<file path="src/hw/rtl/pcm_buffer_dac_feeder_top_assert.svh">
// Assertion macros for the PCM buffer DAC feeder.
// Each macro expects signals named clk and rst_n in the scope where it is used.
`ifndef PCM_BUFFER_DAC_FEEDER_TOP_ASSERT_SVH
`define PCM_BUFFER_DAC_FEEDER_TOP_ASSERT_SVH

// Same-cycle implication, checked outside reset.
`define PBDF_ASSERT_NOW(label, cond, prop, msg) \
    label: assert property (@(posedge clk) disable iff (!rst_n) (cond) |-> (prop)) \
        else $error(msg);

// Next-cycle implication, checked outside reset.
`define PBDF_ASSERT_NEXT(label, cond, prop, msg) \
    label: assert property (@(posedge clk) disable iff (!rst_n) (cond) |=> (prop)) \
        else $error(msg);

`endif

</file>
<file path="src/hw/rtl/pbdf_pkg.sv">
`default_nettype none

package pbdf_pkg;

    // Buffer geometry.
    localparam int BUFFER_BYTES = 1024;
    localparam int PTR_W        = $clog2(BUFFER_BYTES);
    localparam int HALF_BYTES   = BUFFER_BYTES / 2;

    // Fixed field widths.
    localparam int WADDR_W = 10;
    localparam int BYTE_W  = 8;
    localparam int VALUE_W = 16;
    localparam int CODE_W  = 12;
    localparam int VOL_W   = 8;
    localparam int CFG_W   = 8;
    localparam int CFG_IDX_W = 2;

    // Command codes.
    localparam logic CMD_WRITE = 1'b0;
    localparam logic CMD_TICK  = 1'b1;

    // Register indexes.
    localparam logic [CFG_IDX_W-1:0] CFG_CHANNEL_COUNT   = 2'd0;
    localparam logic [CFG_IDX_W-1:0] CFG_SAMPLE_IS_16BIT = 2'd1;
    localparam logic [CFG_IDX_W-1:0] CFG_VOLUME_DIVISOR  = 2'd2;

    localparam logic [1:0] CHANNELS_STEREO = 2'd2;

    // Buffer write request.
    typedef struct packed {
        logic              en;
        logic [PTR_W-1:0]  addr;
        logic [BYTE_W-1:0] data;
    } pbdf_wr_t;

    // Twelve-bit offset-binary code of a sample. The sign flip of the high
    // byte is the same as subtracting 0x80 modulo 256.
    function automatic logic [CODE_W-1:0] sample_code(input logic [BYTE_W-1:0] lo,
                                                      input logic [BYTE_W-1:0] hi,
                                                      input logic is16);
        logic [CODE_W-1:0] code;
        if (is16)
            code = {hi ^ 8'h80, lo[7:4]};
        else
            code = {4'b0000, lo};
        return code;
    endfunction

    // Code times ten as a sum of two shifts; fits 16 bits for 12-bit codes.
    function automatic logic [VALUE_W-1:0] times_ten(input logic [CODE_W-1:0] code);
        logic [VALUE_W-1:0] wide;
        wide = VALUE_W'(code);
        return (wide << 3) + (wide << 1);
    endfunction

endpackage

`default_nettype wire

</file>
<file path="src/hw/rtl/pbdf_divider.sv">
`default_nettype none

// Restoring divider, one quotient bit per cycle.
module pbdf_divider
    import pbdf_pkg::*;
(
    input  wire logic               clk,
    input  wire logic               rst_n,
    input  wire logic               start,
    input  wire logic [VALUE_W-1:0] dividend,
    input  wire logic [VOL_W-1:0]   divisor,
    output logic                    done,
    output logic      [VALUE_W-1:0] quotient
);

    localparam int CNT_W = $clog2(VALUE_W);

    logic               busy_reg;
    logic               done_reg;
    logic [CNT_W-1:0]   cnt_reg;
    logic [VOL_W-1:0]   rem_reg;
    logic [VOL_W-1:0]   rem_next;
    logic [VALUE_W-1:0] quo_reg;
    logic [VALUE_W-1:0] quo_next;
    logic [VOL_W-1:0]   div_reg;
    logic [VOL_W:0]     trial;
    logic [VOL_W:0]     diff;
    logic               fits;

    always_comb
    begin
        trial    = {rem_reg, quo_reg[VALUE_W-1]};
        diff     = trial - {1'b0, div_reg};
        fits     = (trial >= {1'b0, div_reg});
        rem_next = fits ? diff[VOL_W-1:0] : trial[VOL_W-1:0];
        quo_next = {quo_reg[VALUE_W-2:0], fits};
    end

    always_ff @(posedge clk or negedge rst_n)
    begin
        if (!rst_n)
        begin
            busy_reg <= 1'b0;
            done_reg <= 1'b0;
            cnt_reg  <= '0;
        end
        else
        begin
            done_reg <= 1'b0;
            if (start)
            begin
                busy_reg <= 1'b1;
                cnt_reg  <= CNT_W'(VALUE_W - 1);
            end
            else if (busy_reg)
            begin
                cnt_reg <= cnt_reg - 1'b1;
                if (cnt_reg == '0)
                begin
                    busy_reg <= 1'b0;
                    done_reg <= 1'b1;
                end
            end
        end
    end

    always_ff @(posedge clk)
    begin
        if (start)
        begin
            rem_reg <= '0;
            quo_reg <= dividend;
            // A zero divisor acts as one.
            div_reg <= (divisor == '0) ? VOL_W'(1) : divisor;
        end
        else if (busy_reg)
        begin
            rem_reg <= rem_next;
            quo_reg <= quo_next;
        end
    end

    assign done     = done_reg;
    assign quotient = quo_reg;

endmodule

`default_nettype wire

</file>
<file path="config.mk">
export PLATFORM = sky130hd
export DESIGN_NAME = pbdf_divider
export DESIGN_NICKNAME = d
export VERILOG_FILES = /design/src/hw/rtl/pcm_buffer_dac_feeder_top_assert.svh /design/src/hw/rtl/pbdf_pkg.sv /design/src/hw/rtl/pbdf_divider.sv
export SDC_FILE = /design/constraint.sdc
export NUM_CORES = 1
export LEC_CHECK = 0
export BUFFER_PORTS_ARGS = -buffer_cell sky130_fd_sc_hd__buf_2
export CORE_MARGIN = 1
export CORE_UTILIZATION = 50
export CTS_CLUSTER_DIAMETER = 120
export DETAILED_ROUTE_END_ITERATION = 8
export PLACE_DENSITY = 0.74
export RECOVER_POWER = 100
export SKIP_CTS_REPAIR_TIMING = 1
export SYNTH_ARGS = -nofsm -noshare
export SYNTH_HDL_FRONTEND = slang
export SYNTH_SLANG_ARGS = --single-unit
export TNS_END_PERCENT = 50
</file>
<file path="constraint.sdc">
create_clock -name clk -period 2.65 [get_ports clk]
set_clock_uncertainty 0.05 [all_clocks]
set_input_delay 0.3975 -clock clk [delete_from_list [all_inputs] [get_ports clk]]
set_output_delay 0.3975 -clock clk [all_outputs]
set_load 0.005 [all_outputs]
</file>
==> results.ini, run 1 <==
[yosys]
async_flop_share=0.1579
synth_top_family_by_area=multiplexers
synth-seq-area-share=0.5118
synth_cell_types=44
synth-seq-cells=38
dominantRegCellSynth=edfxtp_1
synth_edf_count=24
synth_area_leaders=edfxtp_1 (36%), mux2_2 (8.9%), dfxtp_1 (8.0%)
syn_inst=175
yosys.area_share.simple=0.1118
synth_area_leader_cell=edfxtp_1
netlist.area_leader.share=0.3578
syn_nets=212
synth_fa_ha_area_frac=0.06584
syn_area_mm2=0.002014
yosys_warnings=0
synth_xor_area_frac=0.03043
synth_compound_area_frac=0.1087
syn_avg_cell_area_um2=11.51
synthMuxAreaShare=0.1168

[global_routing]
track_usage=0.1960
grt_overflow=0
grt_pass1_vias=1353
grt_max_degree=35
grt_antenna_before_repair=0
grt_pass1_wl_um=6058

[setup_path]
cp-end-kind=flip-flop
crit_required_ns=2.82
cp_max_fo=12
criticalPathCategory=flip-flop to flip-flop
critPathBufInv=0
crit_family=compound AO/OA/AOI/OAI gates
crit_arrival_ns=2.38
cp_cell_sequence=ha_1 > nand3_1 > o221ai_1 > a21o_1 > mux2_4 > a211oi_2
worst_setup_path_start_kind=flip-flop
crit_slowest_cell=a21o_1
rrSetupSlack_ns=0.44
slowest_delay_ns=0.41

[place]
gp_congestion=0.9346
port_buffers=43
place_hpwl_um=2821

[detailed_routing]
firstDrtPassIters=4
drc=0
routed_wl_um=3687
drt_iter0_markers=42
num_vias=1408
vias_per_cell=5.293
wl_per_cell_um=13.86
ant_nets=0

[clock_network]
cts.clk_slew.worst_paths_ns=0.08
cts_buffer_depth=2
cts_made_buffers=5
cts_htree_levels=2
tritoncts=done
cts.sinks=38
clk_latency_ns=0.29
root_buffer=clkbuf_8

[layout]
fillers=301
diodes=0
drive_above_1_share=0.2982
mostFrequentLayoutCells=buf_2 (35), edfxtp_1 (24), mux2_2 (16)
finalNetCount=254
largest_reg_flops=16
area_growth_pct=14.91
layout_commonest_cell=buf_2

[power]
switchingPower_mw=0.5898
internal_power_mw=1.242
swShare=0.3219
power_density_mw_per_mm2=791.5
p_seq_frac=0.437
power_leakage_nw=0.9981
comb_power_share=0.339
ir_worst_vdd_uv=549.9
finalPower_mw=1.832
clkPwrFrac=0.224

[sta]
worst_slew_pin_slew_ns=0.6076
slew_headroom=0.5949
rsz0062_at_grt=false
fmax_mhz=452.5
fin_crit_sh=0.8339
tns_ns=0
setup_viol=0
timing.final.crit_period_ns=2.210
hold_viol_final=0
drv_slew=0

[floorplanning]
dieHeight_um=65.48
die_w_um=65.48
io_pins=44
dieArea_mm2=0.004287
start_util=0.5342
rows=22
core_area_mm2=0.003771

[worst_hold_path]
hp-class=input pin to flip-flop

[run]
cap_violations=0

[outcome]
status=finished, final reports clean

-- stage by stage --
stage               hold WS (ns)  worst slack, ns  instance area [um^2]  cells    util
global route              0.2301           0.3121                  2315    266  0.6138
floorplan                0.05191           0.7939                  2014    175       -
detailed placement        0.1762           0.6904                  2255    257  0.5979
finish                    0.2440           0.4401                  2315    266  0.6138
global placement          0.1698           0.7674                  2255    257  0.5979
CTS                      -0.1437           0.6743                  2350    265  0.6231
-- cells by family (layout without fill, tap and decap cells) --
logic type | Yosys count | in the layout
adders and majority gates | 10 | 10
buffers and inverters | 26 | 69
DFF | 38 | 38
AOI/OAI and AO/OA | 28 | 28
xor gates and xnor gates | 7 | 7
muxes | 21 | 21
and+or+nand+nor | 45 | 45
-- final cells by class --
type	instances	area (um^2)	share of cell area
inverters	14	52.55	0.02270
clock inverters	2	12.51	0.005405
repair buffers	47	230.2	0.09946
flip-flops and latches	38	1031	0.4454
clock buffers	6	82.58	0.03568
well taps	48	60.06	0.02595
multi-input cells	111	845.8	0.3654
-- worst paths after layout --
check / startpoint / endpoint / cells past startpoint
min: divisor[3] / div_reg[3]$_SDFFCE_PN0P_ / 1
min reg2reg: rem_reg[3]$_SDFFE_PP0P_ / rem_reg[3]$_SDFFE_PP0P_ / 2
max in group asynchronous: rst_n / busy_reg$_DFF_PN0_ / 2
min in group asynchronous: rst_n / cnt_reg[3]$_DFFE_PN0P_ / 2
max reg2reg: rem_reg[4]$_SDFFE_PP0P_ / rem_reg[0]$_SDFFE_PP0P_ / 6
max: rem_reg[4]$_SDFFE_PP0P_ / rem_reg[0]$_SDFFE_PP0P_ / 6
-- synthesized netlist by cell type (3+ instances only) --
| cell type | instances |
|---|---|
| a21oi_1 | 5 |
| clkbuf_1 | 9 |
| dfrtp_1 | 6 |
| dfxtp_1 | 8 |
| edfxtp_1 | 24 |
| ha_1 | 9 |
| inv_1 | 14 |
| mux2_2 | 16 |
| mux2i_1 | 4 |
| nand2_1 | 12 |
| nand2b_1 | 6 |
| nor2_1 | 14 |
| nor2b_1 | 3 |
| o21ai_1 | 4 |
| xnor2_1 | 5 |
-- power by group through the flow --
stage          clock network, mW  logic [mW]  registers (mW)
2_1_floorplan                  0       0.548           0.796
3_3_place_gp                   0       0.637           0.805
3_5_place_dp                   0       0.659           0.810
4_1_cts                    0.417       0.660           0.801
5_1_grt                    0.451       0.686           0.813
6_report                   0.411       0.621           0.800
-- metal layers --
metal	global-route usage	vias up	wire (um)
met5	0	-	0
met4	0.07609	0	70
met3	0.07813	7	191
met2	0.3222	37	1808
met1	0.2281	670	1617
li1	-	694	-
-- worst register-to-register path, stage by stage (launching register included) --
cell      delay (ns)
dfxtp_1         0.35
ha_1            0.40
nand3_1         0.14
o221ai_1        0.23
a21o_1          0.41
mux2_4          0.36
a211oi_2        0.21
No activity file was read; power rests on OpenSTA's default activity.
==> inputs of run 2 (changes only) <==
--- a/config.mk
+++ b/config.mk
@@ -5,12 +5,13 @@
 export SDC_FILE = /design/constraint.sdc
 export NUM_CORES = 1
 export LEC_CHECK = 0
+export ABC_AREA = 1
 export BUFFER_PORTS_ARGS = -buffer_cell sky130_fd_sc_hd__buf_2
 export CORE_MARGIN = 1
-export CORE_UTILIZATION = 50
+export CORE_UTILIZATION = 49
 export CTS_CLUSTER_DIAMETER = 120
 export DETAILED_ROUTE_END_ITERATION = 8
-export PLACE_DENSITY = 0.74
+export PLACE_DENSITY = 0.76
 export RECOVER_POWER = 100
 export SKIP_CTS_REPAIR_TIMING = 1
 export SYNTH_ARGS = -nofsm -noshare
==> constraint.sdc (replaced) <==
create_clock -name clk -period 2 [get_ports clk]
set_clock_uncertainty 0.05 [all_clocks]
set_input_delay 0.3 -clock clk [delete_from_list [all_inputs] [get_ports clk]]
set_output_delay 0.3 -clock clk [all_outputs]
set_load 0.005 [all_outputs]
==> run 2 against run 1 <==
Largest cell class unchanged. Critical path type unchanged. Highest routed layer unchanged. Sequential share of layout area fell by 2.5 points. Register-to-register slack worse by 0.29 ns. Cell count up 32%. Non-clock buffer count did not move. Final area is 6.0% higher. Worst hold slack got worse by 0.092 ns.
==> results.ini, run 2 <==
[outcome]
status=finished, final reports clean

[layout]
multi_input_area_um2=914.6  ; +8.1%
seqCellArea_mm2=0.001031  ; unchanged
finalNetCount=337  ; +33%
area_growth_pct=16.38
mostFrequentLayoutCells=nand2_1 (101), inv_1 (29), buf_2 (26)
layout_commonest_cell=nand2_1
fillers=372  ; +24%
diodes=0  ; unchanged
drive_above_1_share=0.1462  ; -0.1520
largest_reg_flops=16  ; unchanged
instances_no_fill=351  ; +32%

[detailed_routing]
drc=0  ; unchanged
vias_per_cell=4.997  ; -5.6%
routed_wl_um=4401  ; +19%
wl_per_cell_um=12.54  ; -9.5%
drt_iter0_markers=83  ; +98%
ant_nets=0  ; unchanged
firstDrtPassIters=5  ; +1
num_vias=1754  ; +25%

[setup_path]
worst_setup_path_start_kind=flip-flop
cp-end-kind=flip-flop
crit_required_ns=1.97  ; -0.85 ns
cp_max_fo=9  ; -3
criticalPathCategory=flip-flop to flip-flop
crit_arrival_ns=1.82  ; -0.56 ns

[power]
ir_worst_vdd_uv=766.8  ; +39%
power_density_mw_per_mm2=1088  ; +37%
power_leakage_nw=1.240  ; +24%

[yosys]
yosys_warnings=0  ; unchanged
yosys.cell_count.top_type=nand2_1
synth_area_leaders=edfxtp_1 (34%), nand2_1 (18%), dfxtp_1 (7.6%)
synth_cell_types=36  ; -18%
async_flop_share=0.1579  ; unchanged
syn_nets=294  ; +39%
syn_area_mm2=0.002108  ; +4.7%
synth-seq-cells=38  ; unchanged
synth_area_leader_cell=edfxtp_1
netlist.area_leader.share=0.3418  ; -0.01592
synth_commonest_cells=nand2_1 (101), inv_1 (29), edfxtp_1 (24)
synth_edf_count=24  ; unchanged
syn_inst=257  ; +47%
synth-seq-area-share=0.4890  ; -0.02278
syn_avg_cell_area_um2=8.203  ; -29%
dominantRegCellSynth=edfxtp_1

[floorplanning]
dieHeight_um=67.60  ; +3.2%
start_util=0.5196  ; -0.01459
io_pins=44  ; unchanged
rows=23  ; +4.5%
core_area_mm2=0.004058  ; +7.6%
die_w_um=67.60  ; +3.2%
dieArea_mm2=0.004569  ; +6.6%

[clock_network]
cts_made_buffers=5  ; unchanged
cts_htree_levels=2  ; unchanged
cts_buffer_depth=2  ; unchanged
tritoncts=done
cts.clk_slew.worst_paths_ns=0.07  ; about the same
cts.sinks=38  ; unchanged
root_buffer=clkbuf_8
clk_latency_ns=0.29  ; about the same

[sta]
setup_slack_ns=0.1543  ; -0.2858 ns
fmax_mhz=541.8  ; +20%
timing.final.crit_period_ns=1.846  ; -0.3642 ns
setup_viol=0  ; unchanged
tns_ns=0  ; unchanged
worst_slew_pin_slew_ns=0.7046  ; +0.09702 ns
hold_viol_final=0  ; unchanged
rsz0062_at_grt=false
drv_slew=0  ; unchanged
fin_crit_sh=0.9229  ; +0.08894
slew_headroom=0.5302  ; -0.06468

[global_routing]
grt_max_degree=20  ; -43%
grt_pass1_wl_um=6686  ; +10%
grt_pass1_vias=1480  ; +9.4%
track_usage=0.2033  ; +0.007252
grt_overflow=0  ; unchanged
grt_antenna_before_repair=0  ; unchanged

[place]
dp_slack_ns=0.1938  ; -0.4966 ns
dp_cells=342  ; +33%
gp_congestion=0.8804  ; -5.8%
port_buffers=43  ; unchanged
place_hpwl_um=3281  ; +16%

[run]
cap_violations=0  ; unchanged

[worst_hold_path]
hp-class=input pin to flip-flop

-- run 2: logic make-up (layout without fill, tap and decap cells) --
logic type | count (synthesis) | count (layout) | synth area share
simple gates | 151 | 151 | 0.3181
compound gates | 14 | 14 | 0.04036
flops | 38 | 38 | 0.4890
fa+ha+maj | 10 | 10 | 0.06291
xor+xnor | 3 | 3 | 0.01247
buf+inv | 41 | 85 | 0.07714
-- run 2: per-layer routing --
metal	up-vias	wire (um)	global-route usage
met3	9	191	0.05068
met5	-	0	0
met1	802	2017	0.2662
met4	0	95	0.08777
li1	907	-	-
met2	36	2097	0.3156
-- run 2: cell type report --
type / instances / area share
clock buffers: 7 / 0.03519
clock inverters: 1 / 0.01224
inverters: 30 / 0.04590
multi-input cells: 178 / 0.3728
flip-flops and latches: 38 / 0.4202
well taps: 50 / 0.02550
repair buffers: 47 / 0.08822
-- run 2: path summary, 6_finish.rpt --
check / depth (start not counted) / from / slack, ns / endpoint
worst max-delay path: 7 / div_reg[6]$_SDFFCE_PN0P_ / 0.15 / quotient[0]$_DFFE_PP_
worst min-delay path: 1 / divisor[3] / 0.15 / div_reg[3]$_SDFFCE_PN0P_
worst max register to register: 7 / div_reg[6]$_SDFFCE_PN0P_ / 0.15 / quotient[0]$_DFFE_PP_
worst min register to register: 2 / rem_reg[7]$_SDFFE_PP0P_ / 0.42 / rem_reg[7]$_SDFFE_PP0P_
max in group asynchronous: 2 / rst_n / 1.29 / done$_DFF_PN0_
min in group asynchronous: 2 / rst_n / 0.36 / cnt_reg[3]$_DFFE_PN0P_
-- run 2: critical path: stages, from the launching register on --
cell,delay [ns]
edfxtp_1,0.33
inv_1,0.04
ha_1,0.34
nand2_1,0.09
nand2_1,0.07
a21oi_2,0.17
o21a_1,0.35
a31oi_1,0.14
-- run 2: power breakdown --
part           switching [mW]  internal, mW
clock network           0.261         0.406
logic                   0.584         0.379
registers              0.0802         0.960
total                   0.925          1.75
-- run 2: metrics by stage --
stage / total power, mW / util / hold WS, ns / area (um^2)
after floorplan: 1.789 / - / -0.04559 / 2108
after global placement: 1.990 / 0.5813 / 0.07685 / 2359
after detailed placement: 2.010 / 0.5813 / 0.08127 / 2359
after CTS: 2.683 / 0.6099 / -0.2334 / 2475
after global routing: 2.854 / 0.6047 / 0.1402 / 2454
final: 2.670 / 0.6047 / 0.1516 / 2454
